$ cat src/c3s_pkg.sv
//------------------------------------------------------------------------------
// c3s_pkg
// Shared constants and the data handed between solver cells.
//------------------------------------------------------------------------------
`timescale 1ns / 1ps
`default_nettype none

package c3s_pkg;

   // element format, signed Q8.8
   localparam int ElemWidth  = 16;
   localparam int FracBits   = 8;

   // widths of the internal arithmetic
   localparam int DetWidth   = 3*ElemWidth + 3;         // 3x3 determinant
   localparam int NumWidth   = DetWidth + FracBits + 1; // shifted numerator
   localparam int QuoWidth   = NumWidth;                // quotient magnitude
   localparam int ThreshWidth = 48;

   // register indexes
   localparam logic [0:0] RegThreshold = 1'b0;

endpackage

`default_nettype wire

$ cat src/c3s_div_cell.sv
//------------------------------------------------------------------------------
// c3s_div_cell
// One restoring-division step for three numerators sharing one divisor.
// Each cell settles one quotient bit and passes the partial remainders on.
//------------------------------------------------------------------------------
`timescale 1ns / 1ps
`default_nettype none

module c3s_div_cell
   import c3s_pkg::*;
#(
   parameter int BitIdx = 0
) (
   input  wire logic                  clock,
   input  wire logic                  in_valid,
   input  wire logic [DetWidth-1:0]   in_dmag,
   input  wire logic [NumWidth-1:0]   in_rem  [3],
   input  wire logic [QuoWidth-1:0]   in_quo  [3],
   input  wire logic [7:0]            in_tag,
   output logic                       out_valid,
   output logic [DetWidth-1:0]        out_dmag,
   output logic [NumWidth-1:0]        out_rem [3],
   output logic [QuoWidth-1:0]        out_quo [3],
   output logic [7:0]                 out_tag
);

   logic [NumWidth-1:0] rem_in [3];
   logic [QuoWidth-1:0] quo_in [3];
   logic [NumWidth+DetWidth-1:0] shifted;

   // compare remainder with divisor shifted to this bit
   always_comb begin
      shifted = {{NumWidth{1'b0}}, in_dmag} << BitIdx;
      for (int i = 0; i < 3; i++) begin
         rem_in[i] = in_rem[i];
         quo_in[i] = in_quo[i];
         if ({{DetWidth{1'b0}}, in_rem[i]} >= shifted) begin
            rem_in[i] = in_rem[i] - shifted[NumWidth-1:0];
            quo_in[i][BitIdx] = 1'b1;
         end
      end
   end

   always_ff @(posedge clock) begin
      out_valid <= in_valid;
      out_dmag  <= in_dmag;
      out_rem   <= rem_in;
      out_quo   <= quo_in;
      out_tag   <= in_tag;
   end

endmodule

`default_nettype wire

$ cat config.mk
export PLATFORM = sky130hd
export DESIGN_NAME = c3s_div_cell
export DESIGN_NICKNAME = d
export VERILOG_FILES = /design/src/c3s_pkg.sv /design/src/c3s_div_cell.sv
export SDC_FILE = /design/constraint.sdc
export NUM_CORES = 1
export LEC_CHECK = 0
export ABC_AREA = 1
export BUFFER_PORTS_ARGS = -buffer_cell sky130_fd_sc_hd__buf_2
export CORE_AREA = 2 2 330 332
export CTS_CLUSTER_DIAMETER = 40
export DETAILED_ROUTE_END_ITERATION = 10
export DIE_AREA = 0 0 332 334
export PLACE_DENSITY = 0.54
export SKIP_CTS_REPAIR_TIMING = 1
export SLEW_MARGIN = 15
export SYNTH_ARGS = -nofsm -noshare
export SYNTH_HDL_FRONTEND = slang
export SYNTH_SLANG_ARGS = --single-unit
$ cat constraint.sdc
create_clock -name clock -period 2.5 [get_ports clock]
set_input_delay 0.375 -clock clock [delete_from_list [all_inputs] [get_ports clock]]
set_output_delay 0.375 -clock clock [all_outputs]
set_load 0.02 [all_outputs]
Word-level counts from Yosys, hierarchy flattened
Cells that the tools add are included.

word-level totals
  word-level logic and storage cells = 21
  flip-flop bits (word level) = 420
  input bits = 421

cells by class
  magnitude comparators = 3
  mux-type cells = 3
  add/subtract/negate cells = 3

operators by type and width
  cell                                              count
  60-bit by 51-bit >= comparator with 1-bit output  3
  60-bit 2-to-1 mux                                 3
  60-bit by 51-bit subtractor with 60-bit output    3

Longest topological paths before layout
  depth in word-level cells = 2
  depth in mapped cells = 19

Least setup slack after synthesis
Ideal clock, no wire load.

  kind = in2reg
  from = input port in_rem[120] (netlist name)
  to = register out_rem[137] (netlist name)
  data required time = 2,388 ps
  setup time = 112 ps
  stages = 17
  arrival = 2,127 ps
  path buffers = 2
  setup slack = 261 ps
  cells stage by stage = inv_1 ha_1 fa_1 nor2_1 o21ai_1 nand2_2 nand2_1 nand2_2 nand2_1 nand2_1 nand2_2 nand2_4 inv_2 buf_6 buf_8 nand2_2 nand2_1

RTL lines
  what                    RTL line            text
  start: declaration      c3s_div_cell.sv:17  input wire logic [NumWidth-1:0] in_rem [3],
  end signal: assignment  c3s_div_cell.sv:47  out_rem <= rem_in;
  end: declaration        c3s_div_cell.sv:22  output logic [NumWidth-1:0] out_rem [3],

==> parameters.txt <==
Parameter                              Value

Place
  Cell count after placement ... 7,402
  Minimum setup slack after placement ... -0.4051 ns
  Port bufs ... 840
  RePlAce Congestion ... approximately 1.0
  Detailed Place HPWL ... 146,100 µm
  Post-place instance area ... 38,160 µm²

Worst setup path
  Sort of element at the start of the critical path ... primary input
  Destination of the critical timing path ... out_rem[144]$_DFF_P_
  Crit. End Element ... register
  Maximum fanout encountered on the critical timing path ... 33
  Worst EP arrival ... 3.01 ns
  Crit Path Class ... in -> reg
  Start point of the critical path ... in_rem[158]
  Data required time at the worst endpoint ... 3.12 ns

Timing
  Final Hold Slack ... -0.01716 ns
  Unrepaired setup endpoints after global routing ... false
  Setup ws final ... 0.1097 ns
  Hold Vio Cnt, Final ... 5
  Crit path time final ... 2.390 ns
  Transition time of the tightest slew-check pin ... 0.5559 ns
  Max Clock Freq ... between 400 and 500 MHz
  Final total negative setup slack ... 0 ns
  Slew Limit Fails ... 0
  Portion of the clock cycle consumed by the worst path in the final layout ... 0.9561
  Worst rel slew slack ... 0.6255
  Final setup vio count ... 0

Die
  Die outline area ... 110,900 µm²
  Num ports ... approximately 840
  Starting Density ... 0.2457
  Area of the core region ... 107,800 µm²
  Num rows ... 121
  Die extent in y ... 334 µm
  DIE WIDTH ... 332 µm

Synth
  Avg Inst Size Synth ... 5.909 µm²
  Library cells used by synthesis ... 32
  Part of the Yosys area used for sequential elements ... 0.3175
  Post-synth top area cell ... dfxtp_1
  Syn Std Cell Area ... 26,480 µm²
  Synthesis Warnings ... 0
  Number of flip-flops and latches in the synthesized netlist ... 420
  Post-Synthesis Cells ... 4,481
  Nets in the synthesized netlist ... 5,058
  Cells taking the most area after synthesis ... dfxtp_1 (32%), nand2_1 (29%), inv_1 (14%)
  Proportion of netlist area held by the largest area contributor ... 0.3175

Pwr
  Cell area power density ... 652.6 nW/µm²
  Worst supply voltage drop on vdd ... 0.4682 mV
  Leakage power summed over all cells ... approximately 26 nW
  Overall power consumption ... 29.26 mW

Global route
  Global router's overall resource usage ... 0.2896
  Overflow left after global routing ... 0
  Pin count of the biggest net entering global routing ... 34
  Global-route wire length before repair ... 226,200 µm
  Number of global-route vias before repair ... about 31,000
  Initial antenna violation count ... 42

Outcome
  Failing checks ... hold timing
  Outcome ... complete, but fails checks

Detailed routing
  Post-DRT Antenna Nets ... 0
  Starting DRC count in detailed routing ... about 2,200
  Routed via count ... 33,510
  Post-DR vias/cell ... ~4.2
  Wire length per cell ... about 21 µm
  Number of optimization iterations in the first detailed-route pass ... 7
  Routed wire length ... 169,400 µm
  Number of remaining DRC errors ... 0

Clock network
  Clock Pin Slew Worst Setup and Hold Paths ... 0.05 ns
  CTS Sinks ... 420
  TritonCTS clock tree ... yes
  Clock root buffer ... clkbuf_16
  Inserted Clock Buffers ... 88
  Depth of the CTS H-tree ... 3
  Clock Path Buffers ... 3

Finish
  Layout overhead on the synthesized area ... 69.31%
  Final instance area ... 44,830 µm²
  Fraction of layout cells with a size suffix above 1 ... 0.2746
  Final #Nets ... 6,997
  Final core area utilization ... 0.4159
  Most frequent standard cell in the layout excluding fill and tap cells ... nand2_1
  Highest-count cells in the layout ignoring fill and taps ... nand2_1 (2,017), inv_1 (970), buf_2 (840), buf_4 (646), dfxtp_1 (420)
  Finished Layout Cells ... 7,930

Worst hold path
  Hold crit path type ... in -> reg

Run
  Max-cap violation count ... 0
## critical path, cell delays in order
cell	delay [ns]
dlygate4sd3_1	0.54
buf_2	0.14
ha_1	0.28
nand2_1	0.08
nor2_1	0.23
inv_1	0.10
nor2_1	0.22
a21oi_1	0.15
nor2_1	0.16
nor2_2	0.06
nand2_4	0.08
buf_12	0.22
buf_4	0.19
nand2_1	0.07
nand2_1	0.08
## final cells by class
class,count,area (µm²)
clock buffers,100,2307
well taps,1414,1769
flip-flops and latches,420,8408
clock inverters,62,887.1
multi-input cells,3032,14110
repair buffers,1882,13560
diodes,24,60.06
fillers,11590,62960
inverters,996,3739
## per-layer routing
| metal | vias to the layer above | track usage | wire length (µm) |
|---|---|---|---|
| li1 | 17110 | - | - |
| met1 | 14970 | 0.3346 | 67850 |
| met2 | 1162 | 0.5126 | 81550 |
| met3 | 247 | 0.06042 | 11150 |
| met4 | 18 | 0.1300 | 8700 |
| met5 | - | 0 | 126 |
## synthesized netlist by cell type (all sizes together)
library cell	count
a21boi	3
a21oi	96
and2	12
and3	6
buf	32
clkbuf	1
clkinv	1
dfxtp	420
fa	3
ha	153
inv	995
nand2	2041
nand3	170
nand3b	42
nand4	33
nor2	330
nor3	16
nor3b	2
nor4	4
o21ai	21
or2	7
xnor2	3
xor2	90
## where the power goes
| part | switching (mW) | total (mW) | internal [mW] |
|---|---|---|---|
| Sequential | 0.535 | 8.02 | 7.48 |
| Clock | 4.56 | 12.6 | 8.05 |
| Combinational | 5.17 | 8.63 | 3.46 |
| Total | 10.3 | 29.3 | 19.0 |
## logic make-up after synthesis
family / synth area share
simple gates: 0.4044
buf+inv: 0.1498
flops: 0.3175
fa+ha+maj: 0.07456
compound gates: 0.02296
xor+xnor: 0.03076
## sequential cells by signal (all words and copies together), names as in the netlist
signal,flops
out_dmag,51
out_quo,180
out_rem,180
out_tag,8
out_valid,1
## worst min-delay path by stage
stage                                      end  cells past startpoint  slack, ns        start
after global placement      out_tag[3]$_DFF_P_                      1       0.48    in_tag[3]
after detailed placement   out_quo[70]$_DFF_P_                      1       0.48   in_quo[70]
after global routing      out_rem[161]$_DFF_P_                      3     0.0006  in_rem[161]
after CTS                   out_tag[3]$_DFF_P_                      1      -0.26    in_tag[3]
after floorplan            out_dmag[0]$_DFF_P_                      0       0.40   in_dmag[0]
final                      out_rem[98]$_DFF_P_                      3      -0.02   in_rem[98]
(Power assumes the default switching activity.)
